--- config.mk ---
export PLATFORM = sky130hd
export DESIGN_NAME = minmod_slope_limiter_radial
export DESIGN_NICKNAME = d
export VERILOG_FILES = /design/src/mmsl_pkg.sv /design/src/minmod_slope_limiter_radial.sv
export SDC_FILE = /design/constraint.sdc
export NUM_CORES = 2
export LEC_CHECK = 0
export BUFFER_PORTS_ARGS = -buffer_cell sky130_fd_sc_hd__buf_2
export CAP_MARGIN = 30
export CORE_ASPECT_RATIO = 2
export CORE_UTILIZATION = 62
export DETAILED_ROUTE_END_ITERATION = 7
export PLACE_DENSITY = 0.79
export REMOVE_ABC_BUFFERS = 1
export SLEW_MARGIN = 20
export SYNTH_ARGS = -nofsm -noshare
export SYNTH_HDL_FRONTEND = slang
export SYNTH_SLANG_ARGS = --single-unit
--- constraint.sdc ---
create_clock -name clock -period 9.3 [get_ports clock]
set_clock_uncertainty 0.15 [all_clocks]
set_input_delay 0 -clock clock [delete_from_list [all_inputs] [get_ports clock]]
set_output_delay 0 -clock clock [all_outputs]
set_load 0.005 [all_outputs]
--- src/mmsl_pkg.sv ---
// Package with shared constants, types and arithmetic helpers of the minmod slope limiter.
`default_nettype none
package mmsl_pkg;

   localparam int MAX_CELLS_DEF = 4096;

   // Field widths
   localparam int VAL_W  = 32;
   localparam int GAP_W  = 31;
   localparam int IDX_W  = 13;
   localparam int GAIN_W = 16;
   localparam int MODE_W = 2;
   localparam int FRAC_W = 16;
   localparam int GSH    = 14;

   // Serial divider: dividend magnitude is |diff| << 16, up to 49 bits
   localparam int DIV_BITS = VAL_W + 1 + FRAC_W;
   localparam int DCNT_W   = $clog2(DIV_BITS);

   // Stream packing
   localparam int REQ_DATA_W = 160;
   localparam int RSP_DATA_W = 48;

   // Configuration register indexes
   localparam logic [1:0] REG_MODE  = 2'd0;
   localparam logic [1:0] REG_GAIN  = 2'd1;
   localparam logic [1:0] REG_THREE = 2'd2;

   localparam logic [MODE_W-1:0] MODE_HALF   = 2'd2;
   localparam logic [MODE_W-1:0] MODE_RESET  = 2'd1;
   localparam logic [GAIN_W-1:0] GAIN_RESET  = 16'd16384;

   typedef logic signed [VAL_W-1:0] slope_type;

   // Signed saturation of a magnitude with a sign
   function automatic slope_type sat_mag(input logic neg, input logic [DIV_BITS-1:0] m);
      slope_type r;
      if (neg) begin
         if (m > DIV_BITS'(64'h8000_0000)) r = slope_type'(32'h8000_0000);
         else r = slope_type'(-m[VAL_W-1:0]);
      end else begin
         if (m > DIV_BITS'(64'h7FFF_FFFF)) r = slope_type'(32'h7FFF_FFFF);
         else r = slope_type'(m[VAL_W-1:0]);
      end
      return r;
   endfunction

   // Two-way minmod
   function automatic slope_type minmod2(input slope_type a, input slope_type b);
      slope_type r;
      if (a > 0 && b > 0) r = (a < b) ? a : b;
      else if (a < 0 && b < 0) r = (a > b) ? a : b;
      else r = '0;
      return r;
   endfunction

endpackage
`default_nettype wire

--- src/minmod_slope_limiter_radial.sv ---
// Top level: streaming minmod slope limiter with a bit-serial shared divider.
// Cells 0 and 1 are taken in and give no slope. An interior cell runs two quotients, each a
// setup step and then the one-bit-per-cycle divider, the gain products in three-way mode, the
// minmod step and one emit per slope (1 to 3). One cell at a time: the next cell is accepted
// only after the last slope of the current one is emitted, so output stalls also hold the input.
// Reset: synchronous, active high; clears the stream state and loads mode 1, gain 1.0,
// two-way minmod. No clearing pass.
`default_nettype none
module minmod_slope_limiter_radial #(
   parameter int MAX_CELLS = mmsl_pkg::MAX_CELLS_DEF
) (
   input  wire logic                            clock,
   input  wire logic                            reset,
   // cell_value[31:0], old_slope[63:32], centre_gap[94:64], right_half_gap[125:95],
   // left_half_gap[156:126], zero fill
   input  wire logic [mmsl_pkg::REQ_DATA_W-1:0] req_tdata,
   input  wire logic                            req_tlast,   // is_last
   input  wire logic                            req_tvalid,
   output logic                                 req_tready,
   // cell_index[12:0], limited_slope[44:13], zero fill
   output logic [mmsl_pkg::RSP_DATA_W-1:0]      rsp_tdata,
   output logic                                 rsp_tlast,   // run_end
   output logic                                 rsp_tvalid,
   input  wire logic                            rsp_tready,
   input  wire logic                            csr_we,
   input  wire logic [1:0]                      csr_addr,
   input  wire logic [mmsl_pkg::GAIN_W-1:0]     csr_wdata
);

   localparam int CNT_W  = $clog2(MAX_CELLS + 2);
   localparam int VAL_W  = mmsl_pkg::VAL_W;
   localparam int GAP_W  = mmsl_pkg::GAP_W;
   localparam int DB     = mmsl_pkg::DIV_BITS;
   localparam int IDX_W  = mmsl_pkg::IDX_W;

   localparam logic [2:0] S_IDLE = 3'd0;
   localparam logic [2:0] S_DSET = 3'd1;
   localparam logic [2:0] S_DIV  = 3'd2;
   localparam logic [2:0] S_MUL  = 3'd3;
   localparam logic [2:0] S_NS   = 3'd4;
   localparam logic [2:0] S_EMIT = 3'd5;

   localparam logic [1:0] E_EDGE  = 2'd0;
   localparam logic [1:0] E_INNER = 2'd1;
   localparam logic [1:0] E_GHOST = 2'd2;

   // configuration
   logic [mmsl_pkg::MODE_W-1:0] mode_ff, mode_in;
   logic [mmsl_pkg::GAIN_W-1:0] gain_ff, gain_in;
   logic                        three_ff, three_in;

   // control
   logic [2:0]       state_ff, state_in;
   logic             phase_ff, phase_in;
   logic [1:0]       mul_cnt_ff, mul_cnt_in;
   logic [1:0]       emit_sel_ff, emit_sel_in;
   logic [CNT_W-1:0] count_ff, count_in;

   // stream state
   mmsl_pkg::slope_type vb1_ff, vb1_in, vb2_ff, vb2_in, pos_ff, pos_in, ledge_ff, ledge_in;
   logic [GAP_W-1:0]    pcg_ff, pcg_in, prh_ff, prh_in, plh_ff, plh_in;

   // current cell
   mmsl_pkg::slope_type cu_ff, cu_in, cos_ff, cos_in;
   logic [GAP_W-1:0]    ccg_ff, ccg_in, crh_ff, crh_in, clh_ff, clh_in;
   logic                clast_ff, clast_in;

   // divider
   logic [VAL_W-1:0]                 rem_ff, rem_in, dsr_ff, dsr_in;
   logic [DB-1:0]                    quo_ff, quo_in;
   logic                             dneg_ff, dneg_in;
   logic [mmsl_pkg::DCNT_W-1:0]      dcnt_ff, dcnt_in;

   // quotients, product, new slope
   mmsl_pkg::slope_type sl_ff, sl_in, sr_ff, sr_in, ns_ff, ns_in;
   logic signed [VAL_W+mmsl_pkg::GAIN_W:0] prod_ff, prod_in;

   // output register
   logic                        rv_ff, rv_in, rl_ff, rl_in;
   logic [IDX_W-1:0]            ridx_ff, ridx_in;
   mmsl_pkg::slope_type         rs_ff, rs_in;

   // helpers
   logic                        accept;
   logic                        last_now;
   logic signed [VAL_W:0]       diff;
   logic [VAL_W:0]              dmag;
   logic [VAL_W-1:0]            dsr_raw;
   logic [VAL_W:0]              shifted, trial;
   logic [DB-1:0]               pmag;
   logic [IDX_W+CNT_W-1:0]      idx_ext;
   logic                        rsp_free;

   assign accept     = req_tvalid && req_tready;
   assign req_tready = (state_ff == S_IDLE);
   assign last_now   = req_tlast || (count_ff >= CNT_W'(MAX_CELLS + 1));
   assign rsp_free   = !rv_ff || rsp_tready;

   assign rsp_tvalid = rv_ff;
   assign rsp_tlast  = rl_ff;
   assign rsp_tdata  = {{(mmsl_pkg::RSP_DATA_W - IDX_W - VAL_W){1'b0}}, rs_ff, ridx_ff};

   // difference and divisor of the division in progress
   always_comb begin
      if (!phase_ff) begin
         diff = {vb1_ff[VAL_W-1], vb1_ff} - {vb2_ff[VAL_W-1], vb2_ff};
         dsr_raw = (mode_ff == mmsl_pkg::MODE_HALF) ? {prh_ff, 1'b0} : {1'b0, pcg_ff};
      end else begin
         diff = {cu_ff[VAL_W-1], cu_ff} - {vb1_ff[VAL_W-1], vb1_ff};
         dsr_raw = (mode_ff == mmsl_pkg::MODE_HALF) ? {plh_ff, 1'b0} : {1'b0, ccg_ff};
      end
      dmag = diff[VAL_W] ? (VAL_W+1)'(-diff) : diff;
   end

   // one restoring division step
   assign shifted = {rem_ff, quo_ff[DB-1]};
   assign trial   = shifted - {1'b0, dsr_ff};
   assign pmag    = prod_ff[VAL_W+mmsl_pkg::GAIN_W] ? DB'(-prod_ff) : DB'(prod_ff);
   assign idx_ext = {{IDX_W{1'b0}}, count_ff};

   // sequencer
   always_comb begin
      mode_in = mode_ff; gain_in = gain_ff; three_in = three_ff;
      state_in = state_ff; phase_in = phase_ff; mul_cnt_in = mul_cnt_ff;
      emit_sel_in = emit_sel_ff; count_in = count_ff;
      vb1_in = vb1_ff; vb2_in = vb2_ff; pos_in = pos_ff; ledge_in = ledge_ff;
      pcg_in = pcg_ff; prh_in = prh_ff; plh_in = plh_ff;
      cu_in = cu_ff; cos_in = cos_ff; ccg_in = ccg_ff; crh_in = crh_ff; clh_in = clh_ff;
      clast_in = clast_ff;
      rem_in = rem_ff; dsr_in = dsr_ff; quo_in = quo_ff; dneg_in = dneg_ff; dcnt_in = dcnt_ff;
      sl_in = sl_ff; sr_in = sr_ff; ns_in = ns_ff; prod_in = prod_ff;
      rv_in = rv_ff && !rsp_tready; rl_in = rl_ff; ridx_in = ridx_ff; rs_in = rs_ff;

      // configuration writes
      if (csr_we) begin
         unique case (csr_addr)
            mmsl_pkg::REG_MODE:  mode_in  = csr_wdata[mmsl_pkg::MODE_W-1:0];
            mmsl_pkg::REG_GAIN:  gain_in  = csr_wdata;
            mmsl_pkg::REG_THREE: three_in = csr_wdata[0];
            default: ;
         endcase
      end

      unique case (state_ff)
         S_IDLE: begin
            if (accept) begin
               cu_in    = req_tdata[31:0];
               cos_in   = req_tdata[63:32];
               ccg_in   = req_tdata[94:64];
               crh_in   = req_tdata[125:95];
               clh_in   = req_tdata[156:126];
               clast_in = last_now;
               if (count_ff >= CNT_W'(2)) begin
                  phase_in = 1'b0;
                  state_in = S_DSET;
               end else if (last_now) begin
                  count_in = '0;
               end else begin
                  if (count_ff == '0) ledge_in = req_tdata[63:32];
                  vb2_in   = vb1_ff;
                  vb1_in   = req_tdata[31:0];
                  pos_in   = req_tdata[63:32];
                  pcg_in   = req_tdata[94:64];
                  prh_in   = req_tdata[125:95];
                  plh_in   = req_tdata[156:126];
                  count_in = count_ff + CNT_W'(1);
               end
            end
         end
         S_DSET: begin
            rem_in   = '0;
            quo_in   = {dmag, {mmsl_pkg::FRAC_W{1'b0}}};
            dneg_in  = diff[VAL_W];
            dsr_in   = (dsr_raw == '0) ? VAL_W'(1) : dsr_raw;
            dcnt_in  = '0;
            state_in = S_DIV;
         end
         S_DIV: begin
            if (!trial[VAL_W]) begin
               rem_in = trial[VAL_W-1:0];
               quo_in = {quo_ff[DB-2:0], 1'b1};
            end else begin
               rem_in = shifted[VAL_W-1:0];
               quo_in = {quo_ff[DB-2:0], 1'b0};
            end
            dcnt_in = dcnt_ff + mmsl_pkg::DCNT_W'(1);
            if (dcnt_ff == mmsl_pkg::DCNT_W'(DB - 1)) begin
               if (!phase_ff) begin
                  sl_in    = mmsl_pkg::sat_mag(dneg_ff, quo_in);
                  phase_in = 1'b1;
                  state_in = S_DSET;
               end else begin
                  sr_in      = mmsl_pkg::sat_mag(dneg_ff, quo_in);
                  mul_cnt_in = '0;
                  state_in   = three_ff ? S_MUL : S_NS;
               end
            end
         end
         S_MUL: begin
            // gain product, then truncating scale by 2^-14
            mul_cnt_in = mul_cnt_ff + 2'd1;
            case (mul_cnt_ff)
               2'd0: prod_in = sl_ff * $signed({1'b0, gain_ff});
               2'd1: begin
                  sl_in   = mmsl_pkg::sat_mag(prod_ff[VAL_W+mmsl_pkg::GAIN_W],
                                              DB'(pmag >> mmsl_pkg::GSH));
                  prod_in = sr_ff * $signed({1'b0, gain_ff});
               end
               default: begin
                  sr_in    = mmsl_pkg::sat_mag(prod_ff[VAL_W+mmsl_pkg::GAIN_W],
                                               DB'(pmag >> mmsl_pkg::GSH));
                  state_in = S_NS;
               end
            endcase
         end
         S_NS: begin
            ns_in = three_ff ? mmsl_pkg::minmod2(mmsl_pkg::minmod2(sl_ff, sr_ff), pos_ff)
                             : mmsl_pkg::minmod2(sl_ff, sr_ff);
            emit_sel_in = (count_ff == CNT_W'(2)) ? E_EDGE : E_INNER;
            state_in    = S_EMIT;
         end
         S_EMIT: begin
            if (rsp_free) begin
               rv_in = 1'b1;
               unique case (emit_sel_ff)
                  E_EDGE: begin
                     ridx_in = '0;
                     rs_in   = mmsl_pkg::minmod2(ledge_ff, ns_ff);
                     rl_in   = 1'b0;
                     emit_sel_in = E_INNER;
                  end
                  E_INNER: begin
                     ridx_in = IDX_W'(idx_ext - (IDX_W+CNT_W)'(1));
                     rs_in   = ns_ff;
                     rl_in   = 1'b0;
                     emit_sel_in = E_GHOST;
                  end
                  default: begin
                     ridx_in = idx_ext[IDX_W-1:0];
                     rs_in   = mmsl_pkg::minmod2(ns_ff, cos_ff);
                     rl_in   = 1'b1;
                  end
               endcase
               // wrap up the cell after its final slope
               if ((emit_sel_ff == E_INNER && !clast_ff) || emit_sel_ff == E_GHOST) begin
                  state_in = S_IDLE;
                  if (clast_ff) begin
                     count_in = '0;
                  end else begin
                     vb2_in   = vb1_ff;
                     vb1_in   = cu_ff;
                     pos_in   = cos_ff;
                     pcg_in   = ccg_ff;
                     prh_in   = crh_ff;
                     plh_in   = clh_ff;
                     count_in = count_ff + CNT_W'(1);
                  end
               end
            end
         end
         default: state_in = S_IDLE;
      endcase
   end

   // control registers
   always_ff @(posedge clock) begin
      if (reset) begin
         mode_ff <= mmsl_pkg::MODE_RESET;
         gain_ff <= mmsl_pkg::GAIN_RESET;
         three_ff <= 1'b0;
         state_ff <= S_IDLE;
         phase_ff <= 1'b0;
         mul_cnt_ff <= '0;
         emit_sel_ff <= E_EDGE;
         count_ff <= '0;
         vb1_ff <= '0; vb2_ff <= '0; pos_ff <= '0; ledge_ff <= '0;
         pcg_ff <= '0; prh_ff <= '0; plh_ff <= '0;
         dcnt_ff <= '0;
         rv_ff <= 1'b0;
      end else begin
         mode_ff <= mode_in;
         gain_ff <= gain_in;
         three_ff <= three_in;
         state_ff <= state_in;
         phase_ff <= phase_in;
         mul_cnt_ff <= mul_cnt_in;
         emit_sel_ff <= emit_sel_in;
         count_ff <= count_in;
         vb1_ff <= vb1_in; vb2_ff <= vb2_in; pos_ff <= pos_in; ledge_ff <= ledge_in;
         pcg_ff <= pcg_in; prh_ff <= prh_in; plh_ff <= plh_in;
         dcnt_ff <= dcnt_in;
         rv_ff <= rv_in;
      end
   end

   // payload registers
   always_ff @(posedge clock) begin
      cu_ff <= cu_in; cos_ff <= cos_in; ccg_ff <= ccg_in; crh_ff <= crh_in; clh_ff <= clh_in;
      clast_ff <= clast_in;
      rem_ff <= rem_in; dsr_ff <= dsr_in; quo_ff <= quo_in; dneg_ff <= dneg_in;
      sl_ff <= sl_in; sr_ff <= sr_in; ns_ff <= ns_in; prod_ff <= prod_in;
      rl_ff <= rl_in; ridx_ff <= ridx_in; rs_ff <= rs_in;
   end

   // checks
   a_rem_below_dsr: assert property (@(posedge clock) disable iff (reset)
      state_ff == S_DIV |-> rem_ff < dsr_ff)
      else $error("divider remainder not below divisor");
   a_dsr_nonzero: assert property (@(posedge clock) disable iff (reset)
      state_ff == S_DIV |-> dsr_ff != '0)
      else $error("zero divisor in divider");
   a_dcnt_range: assert property (@(posedge clock) disable iff (reset)
      state_ff == S_DIV |-> dcnt_ff < mmsl_pkg::DCNT_W'(DB))
      else $error("divider step count out of range");
   a_emit_interior: assert property (@(posedge clock) disable iff (reset)
      state_ff == S_EMIT |-> count_ff >= CNT_W'(2))
      else $error("slope emitted before two cells seen");

endmodule
`default_nettype wire
==> out/metrics.cfg <==
[synth]
synthFlopType=edfxtp_1
synthCells=9009
synth_top_family_by_area=adder cells
synth_compound_area_frac=0.122
synthSimpleGateAreaFrac=0.170
syn_area_mm2=0.0792
ys_seq_area_frac=0.243
synth_xor_area_frac=0.0240
synth.mux.area_fraction=0.0161
synthArstFlopShare=0
synth_adder_area_share=0.323
yosysWarnings=0
synth.avg_cell_area_um2=8.79
ys_seq_elements=731
synth_edf_count=463
ys_types=91

[clock_tree]
numCtsBuffers=72
cts_tree=built
clk_latency_ps=720
clk_pin_slew_ps=70
h-tree-depth=3
cts_setup_buffers=0
cts_hold_buf=391
clock_sinks=731
root_buffer=clkbuf_16
cts_resized=0
clockBufferDepth=3

[timing]
setup_viol=0
fin_setup_tns_ps=0
rsz0062_at_grt=false
worst_slack_ps=583
maxSlewHeadroom=0.240
worst-slew-pin-transition_ps=1140
fin_crit_ps=8720
slew_violations=0
timing.final.crit_share=0.937
fmax_mhz=115
finalHoldViolCount=3
fin_hold_ws_ps=-17.6

[power_and_ir_drop]
p_total_mw=19.4
max-vdd-ir-drop_v=0.000281
p_leak_nw=39.9
power_density_mw_per_mm2=219

[placement]
portBuffers=228
routabilityCongestion=0.999
dp_hpwl_um=192000
place_ws_ps=843

[worst_setup_path]
cp_slowest_cell=dfxtp_2
critical_path_arrival_ps=8970
critPathCaptureType=flip-flop
crit_path_start_kind=flip-flop
cp-startpoint=gain_ff[4]
rrSetupSlack_ps=580
path_class=reg -> reg
cp_common_cell=fa_1
cp_max_fo=32
path_buf_inv=5
worst_path_dominant_cell_family=adder cells
r2r_start=gain_ff[4]
cp_slowest_stage_delay_ps=1000
cp.required_ps=9550

[cells_and_area]
fillers=9636
areaGrowthSynthToFinish_pct=11.7
final_common_cell=inv_1
finalNetCount=11016
layout-drive-gt1-share=0.0696
seq_area_mm2=0.0193
postLayoutCoreUtil=0.697
multi_input_comb_area_mm2=0.0521
mostFrequentLayoutCells=1596 x inv_1, 1492 x nand2_1, 981 x fa_1, 476 x ha_1, 463 x edfxtp_1

[routing]
drtIter0Drc=5571
firstDrtPassIters=8
drt-total-wl_um=260000
wl_per_cell_um=23.4
vias=68643
drc_errors=2
ant_nets=0
routed_via_density=6.17

[outcome]
violations=DRC, hold timing
outcome=finished with violations

[min_path]
hp-start=req_tdata[62]
min_path_type=in -> reg

[floorplan]
pin_count=235
dieArea_mm2=0.129
rows=185
core_area_mm2=0.127
die_w_um=255
initial_core_util=0.624
die_height_um=507

[global_route]
grt_pass1_vias=74028
overflow=0
grt_usage=0.414
grt_max_degree=217
antenna_found_initial=4
grt_pass1_wl_um=404000

[job]
drv_cap=0

-- stage by stage --
stage / hold slack, ps / cell area [um2] / cells
3_5_place_dp: 41.7 / 82000 / 10582
4_1_cts: 0.0398 / 88400 / 11107
2_1_floorplan: -80.9 / 77200 / 8502
5_1_grt: 3.20 / 88500 / 11118
6_report: -17.6 / 88500 / 11120
3_3_place_gp: 40.6 / 82000 / 10581
-- sequential cells by signal (all words and copies together), names as in the netlist, 31 cells and up --
| name | cells |
|---|---|
| vb1_ff | 32 |
| sl_ff | 32 |
| ccg_ff | 31 |
| crh_ff | 31 |
| cos_ff | 32 |
| ns_ff | 32 |
| vb2_ff | 32 |
| quo_ff | 49 |
| dsr_ff | 32 |
| pos_ff | 32 |
| cu_ff | 32 |
| plh_ff | 31 |
| sr_ff | 32 |
| prod_ff | 49 |
| pcg_ff | 31 |
| prh_ff | 31 |
| rs_ff | 32 |
| ledge_ff | 32 |
| clh_ff | 31 |
| rem_ff | 32 |
-- metal layers --
| metal | track usage | vias up | part of all wire |
|---|---|---|---|
| met5 | 0 | - | 0 |
| met2 | 0.721 | 3599 | 0.50 |
| li1 | - | 30044 | - |
| met3 | 0.0872 | 1568 | 0.074 |
| met1 | 0.383 | 33432 | 0.30 |
| met4 | 0.435 | 0 | 0.13 |
-- cell usage after synthesis (63+ instances only) --
library cell,count,area share
a21o_1,130,0.012
a21oi_1,425,0.027
a22o_1,63,0.0070
a311oi_1,162,0.018
and2_1,331,0.026
and3_1,65,0.0051
clkbuf_1,447,0.021
dfxtp_1,268,0.068
edfxtp_1,463,0.18
fa_1,981,0.25
ha_1,477,0.075
inv_1,1597,0.076
nand2_1,1493,0.071
nand3_1,97,0.0061
nand4_1,87,0.0069
nor2_1,439,0.021
nor3_1,109,0.0069
nor4_1,83,0.0066
o21ai_0,269,0.017
xnor2_1,128,0.014
xor2_1,89,0.0098
-- kinds of logic after synthesis --
group | count (synthesis)
flip-flops | 731
other | 1
AND/OR/NAND/NOR | 2943
adder cells (fa/ha/maj) | 1458
multiplexers | 88
XOR/XNOR | 217
AO/OA/AOI/OAI | 1461
buffers and inverters | 2110
-- power by group --
group,total [mW],internal [mW],switching (mW)
logic,10.8,4.08,6.68
registers,5.42,4.64,0.780
clock network,3.18,1.73,1.45
-- worst reg2reg max path, stage by stage (launching register included) --
cell      delay, ps
dfxtp_2        1000
buf_4           360
nand2_1          90
fa_1            510
fa_1            470
fa_1            550
inv_1            60
fa_1            500
fa_1            500
inv_1            50
fa_1            480
inv_1            40
ha_1            360
a21oi_1         310
nand2_1          90
a221o_1         390
o21ai_0         210
buf_4           170
a31oi_1         200
a211oi_1        510
o21ai_0         220
a221o_1         440
a221o_1         340
a21oi_1         170
xor2_1          160
a21oi_1          80
-- final cells by class --
cell class | instances | share of cell area
inverters | 1601 | 0.0679
diodes | 3 | 0.0000849
flip-flops and latches | 731 | 0.218
clock buffers | 95 | 0.0223
clock inverters | 39 | 0.00574
well taps | 1683 | 0.0238
multi-input cells | 6170 | 0.589
repair buffers | 798 | 0.0731
-- final timing paths --
kind                       to  depth (start not counted)
setup / recovery  prod_ff[47]                         25
hold / removal     pos_ff[30]                          4
setup reg to reg  prod_ff[47]                         25
hold reg to reg    vb2_ff[12]                          2
(Power assumes the default switching activity.)
